$ cat config.mk
export PLATFORM = sky130hd
export DESIGN_NAME = ptmi_ram
export DESIGN_NICKNAME = d
export VERILOG_FILES = /design/src/page_table_map_insert_unit_macros.svh /design/src/ptmi_ram.sv
export SDC_FILE = /design/constraint.sdc
export NUM_CORES = 1
export LEC_CHECK = 0
export BUFFER_PORTS_ARGS = -buffer_cell sky130_fd_sc_hd__clkbuf_2
export CELL_PAD_IN_SITES_DETAIL_PLACEMENT = 1
export CELL_PAD_IN_SITES_GLOBAL_PLACEMENT = 1
export CORE_MARGIN = 5
export CORE_UTILIZATION = 55
export DETAILED_ROUTE_END_ITERATION = 10
export PLACE_DENSITY = 0.81
export SYNTH_ARGS = -nofsm -noshare
export SYNTH_HDL_FRONTEND = slang
export SYNTH_SLANG_ARGS = --single-unit
$ cat constraint.sdc
create_clock -name clk -period 3.93 [get_ports clk]
set_input_delay 0.786 -clock clk [delete_from_list [all_inputs] [get_ports clk]]
set_output_delay 0.786 -clock clk [all_outputs]
set_load 0.1 [all_outputs]
$ cat src/page_table_map_insert_unit_macros.svh
// Assertion macros shared by the page table insert unit.
`ifndef PAGE_TABLE_MAP_INSERT_UNIT_MACROS_SVH
`define PAGE_TABLE_MAP_INSERT_UNIT_MACROS_SVH

// The consequent must hold in the same cycle as the antecedent.
`define PTMI_ASSERT_NOW(label, clk, rst_n, ante, cons, msg) \
	label: assert property (@(posedge clk) disable iff (!rst_n) (ante) |-> (cons)) \
	else $error(msg);

// The consequent must hold in the cycle after the antecedent.
`define PTMI_ASSERT_NEXT(label, clk, rst_n, ante, cons, msg) \
	label: assert property (@(posedge clk) disable iff (!rst_n) (ante) |=> (cons)) \
	else $error(msg);

`endif

$ cat src/ptmi_ram.sv
// Generic single write port, single read port RAM with registered read data.
`timescale 1ns / 1ps

module ptmi_ram #(
	parameter int WIDTH = 8,
	parameter int DEPTH = 16,
	localparam int AW = $clog2(DEPTH)
) (
	input  logic             clk,
	input  logic             wr_en,
	input  logic [AW-1:0]    wr_addr,
	input  logic [WIDTH-1:0] wr_data,
	input  logic [AW-1:0]    rd_addr,
	output logic [WIDTH-1:0] rd_data
);

	logic [WIDTH-1:0] mem_q [DEPTH];
	logic [WIDTH-1:0] rd_data_q;

	always_ff @(posedge clk) begin
		if (wr_en) begin
			mem_q[wr_addr] <= wr_data;
		end
		rd_data_q <= mem_q[rd_addr];
	end

	assign rd_data = rd_data_q;

endmodule

# == After elaboration in Yosys (flattened, before gate mapping) ==
# Memories as Yosys holds them, arrays and structs flattened. A register that Yosys moved wholly into a read port is not among the register bits.
# Cells that the tools add are included.
# totals
out_inout_bits,8
register_bits,0
n_memories,1
wordCells,3
in_bits,18
latchBits,0
mem_bits_rw,128
romBits,0
# classes
reduce_logical,0
n_shift,0
bitwise_logic,0
mul,0
magnitude_cmp,0
n_eq_ne,0
div_mod_pow,0
addsub,0
muxes,2
# mem_list
memory,depth,width,read_ports,rd_clocked_by_memory_dff,wr,line,text
mem_q,16,8,1,1,1,ptmi_ram.sv:17,logic [WIDTH-1:0] mem_q [DEPTH];
# ops
cell,n
two-way mux 1 bit,2

# == Longest topological paths before layout ==
# depth
word_depth,2
depth_mapped,5

# == Worst setup path after synthesis ==
# OpenSTA, ideal clock, no wires.
# synth_path
path_type,input -> register
from,input wr_addr[2]
to,"memory mem_q[0][0], enable pin"
cell_stages,2
arrival_time_ns,1.896
path_slack_ns,1.651
cell_sequence,or3b_2 > nor3_1
# synth_lines
element,line,text
from (decl),ptmi_ram.sv:11,"input logic [AW-1:0] wr_addr,"
to (decl),ptmi_ram.sv:17,
# Straight into the memory's write port.

==> flow_metrics.tcl <==
set metrics [dict create \
    worstPathMaxFanout 21 \
    synth_area_leaders "edfxtp_1 75%, mux4_2 7.9%, mux4_1 7.1%" \
    syn_area_mm2 0.00515 \
    routed_wl_mm 11.3 \
    cts_max_path_buffers 2 \
    post-route-util 0.649 \
    max-cap-violations 0 \
    hold-worst-slack_ns 0.686 \
    via_per_inst 6.29 \
    cts-resized-gates 0 \
    portBuffers 25 \
    cts_tree "built" \
    grt_pass1_wl_mm 17.2 \
    grt_pass1_vias 2624 \
    cts_root_buf "clkbuf_8" \
    rsz0062_at_grt "false" \
    status "finished clean" \
    endpoint_kind "flip-flop" \
    placed_cell_area_mm2 0.00538 \
    synth_top_area_share 0.747 \
    synth_nets 247 \
    overflow 0 \
    dp_cells 360 \
    pwr_density_cell_mw_per_mm2 574 \
    fin_crit_sh 0.577 \
    clk_latency_ns 0.52 \
    die_area_mm2 0.0114 \
    finalSetupTns_ns 0 \
    fmax_mhz 441 \
    gp_congestion 0.743 \
    worst_slack_ns 1.66 \
    nNetsFinal 286 \
    dp_hpwl_mm 6.68 \
    drtPass1Iterations 5 \
    drive_above_1_share 0.285 \
    worst_pin_slew_ns 1.12 \
    drc 0 \
    start_util 0.560 \
    slew_viol_final 0 \
    drt-initial-drc-count 285 \
    die_w_um 107 \
    cts_made_buffers 17 \
    post-place-ws_ns 1.21 \
    die_h_um 107 \
    io_pins 26 \
    design_area_mm2 0.00597 \
    synth_top_cell_by_area "edfxtp_1" \
    num_vias 2466 \
    ys.warnings.count 0 \
    synth.distinct_cells 19 \
    crit_type "input port to flip-flop" \
    cts.sinks 136 \
    htree_levels 4 \
    postSynthCellCount 229 \
    grt_max_degree 33 \
    ys_ff_latch 136 \
    crit_required_ns 4.31 \
    syn_area_per_cell_um2 22.5 \
    instances_no_fill 392 \
    relSlewSlack 0.253 \
    ys_seq_area_frac 0.778 \
    worstHoldPathType "flip-flop to flip-flop" \
    rows 35 \
    grt_usage 0.219 \
    postCtsHoldBufs 0 \
    num_antenna_cells 0 \
    power_mw 3.43 \
    p_leak_nw 2.01 \
    post_cts_buffers 0 \
    postRouteAntennaNets 0 \
    cp.arrival_ns 2.64 \
    fin_crit_ns 2.27 \
    path_clk_slew_ns 0.06 \
    worst_ir_drop_vdd_v 0.000359 \
    finalHoldViolations 0 \
    finClkSkew_ns 0.00704 \
    area_growth_syn_to_layout_pct 15.9 \
    setup_viol 0 \
    antenna_found_initial 0 \
    core_mm2 0.00920 \
    routedWlPerCell_um 28.9 \
    cp-start-kind "input port" \
]
worst paths after layout:
path                                    from    endpoint  slack, ns  depth (start not counted)
worst max-delay path              rd_addr[0]  rd_data[4]       1.66                          4
worst min-delay path            mem_q[11][1]  rd_data[1]       0.69                          3
worst max register to register   mem_q[9][4]  rd_data[4]       2.36                          3
worst min register to register  mem_q[11][1]  rd_data[1]       0.69                          3
routing by layer:
| metal | share of wire | wire length, um | track usage | vias to the layer above |
|---|---|---|---|---|
| met5 | 0 | 0 | 0 | - |
| met3 | 0.055 | 620 | 0.0542 | 10 |
| met1 | 0.43 | 4850 | 0.298 | 1301 |
| met2 | 0.51 | 5750 | 0.353 | 100 |
| met4 | 0.010 | 119 | 0.0658 | 0 |
| li1 | - | - | - | 1055 |
cells by family (layout without fill, tap and decap cells):
family / count (synthesis) / in the layout / share of synthesized area
flops: 136 / 136 / 0.778
simple gates: 35 / 35 / 0.0318
mux: 32 / 32 / 0.150
compound gates: 16 / 16 / 0.0233
buf+inv: 10 / 62 / 0.0168
flip-flops by register name, summed over array words and instances (netlist names):
signal	count
mem_q	128
rd_data	8
cells in the mapped netlist (all sizes together):
master         number
mux4               32
a22oi              16
or3b                1
nor2               13
and2b               1
edfxtp            128
nor2b               1
nand2b              2
clkdlybuf4s25       3
buf                 7
nor3                4
nand2               9
dfxtp               8
and2                1
nand3b              2
nand3               1
where the power goes:
group / switching (mW) / internal [mW] / total, mW
clock network: 0.607 / 0.970 / 1.58
registers: 0.0121 / 1.62 / 1.63
logic: 0.156 / 0.0601 / 0.217
total: 0.776 / 2.65 / 3.43
layout make-up:
cell class / count / area [um^2]
clock buffers: 18 / 418
clock inverters: 14 / 174
fillers: 749 / 3230
multi-input cells: 83 / 1060
flip-flops and latches: 136 / 4000
well taps: 111 / 139
repair buffers: 30 / 175
critical path, cell delays in order:
cell      delay (ns)
clkbuf_2        0.65
mux4_1          0.69
a22oi_1         0.33
nand2_1         0.16
cells in the final DEF, fill, tap and decap left out, types with 3 or more instances in the layout:
cell,instances
edfxtp_1,128
a22oi_1,16
clkbuf_16,16
buf_4,4
mux4_2,18
nor3_1,4
bufinv_16,3
clkinvlp_4,4
nand2_1,9
mux4_1,14
clkbuf_2,25
nor2_1,13
clkinv_4,3
dfxtp_1,8
No activity file was read; power rests on OpenSTA's default activity.
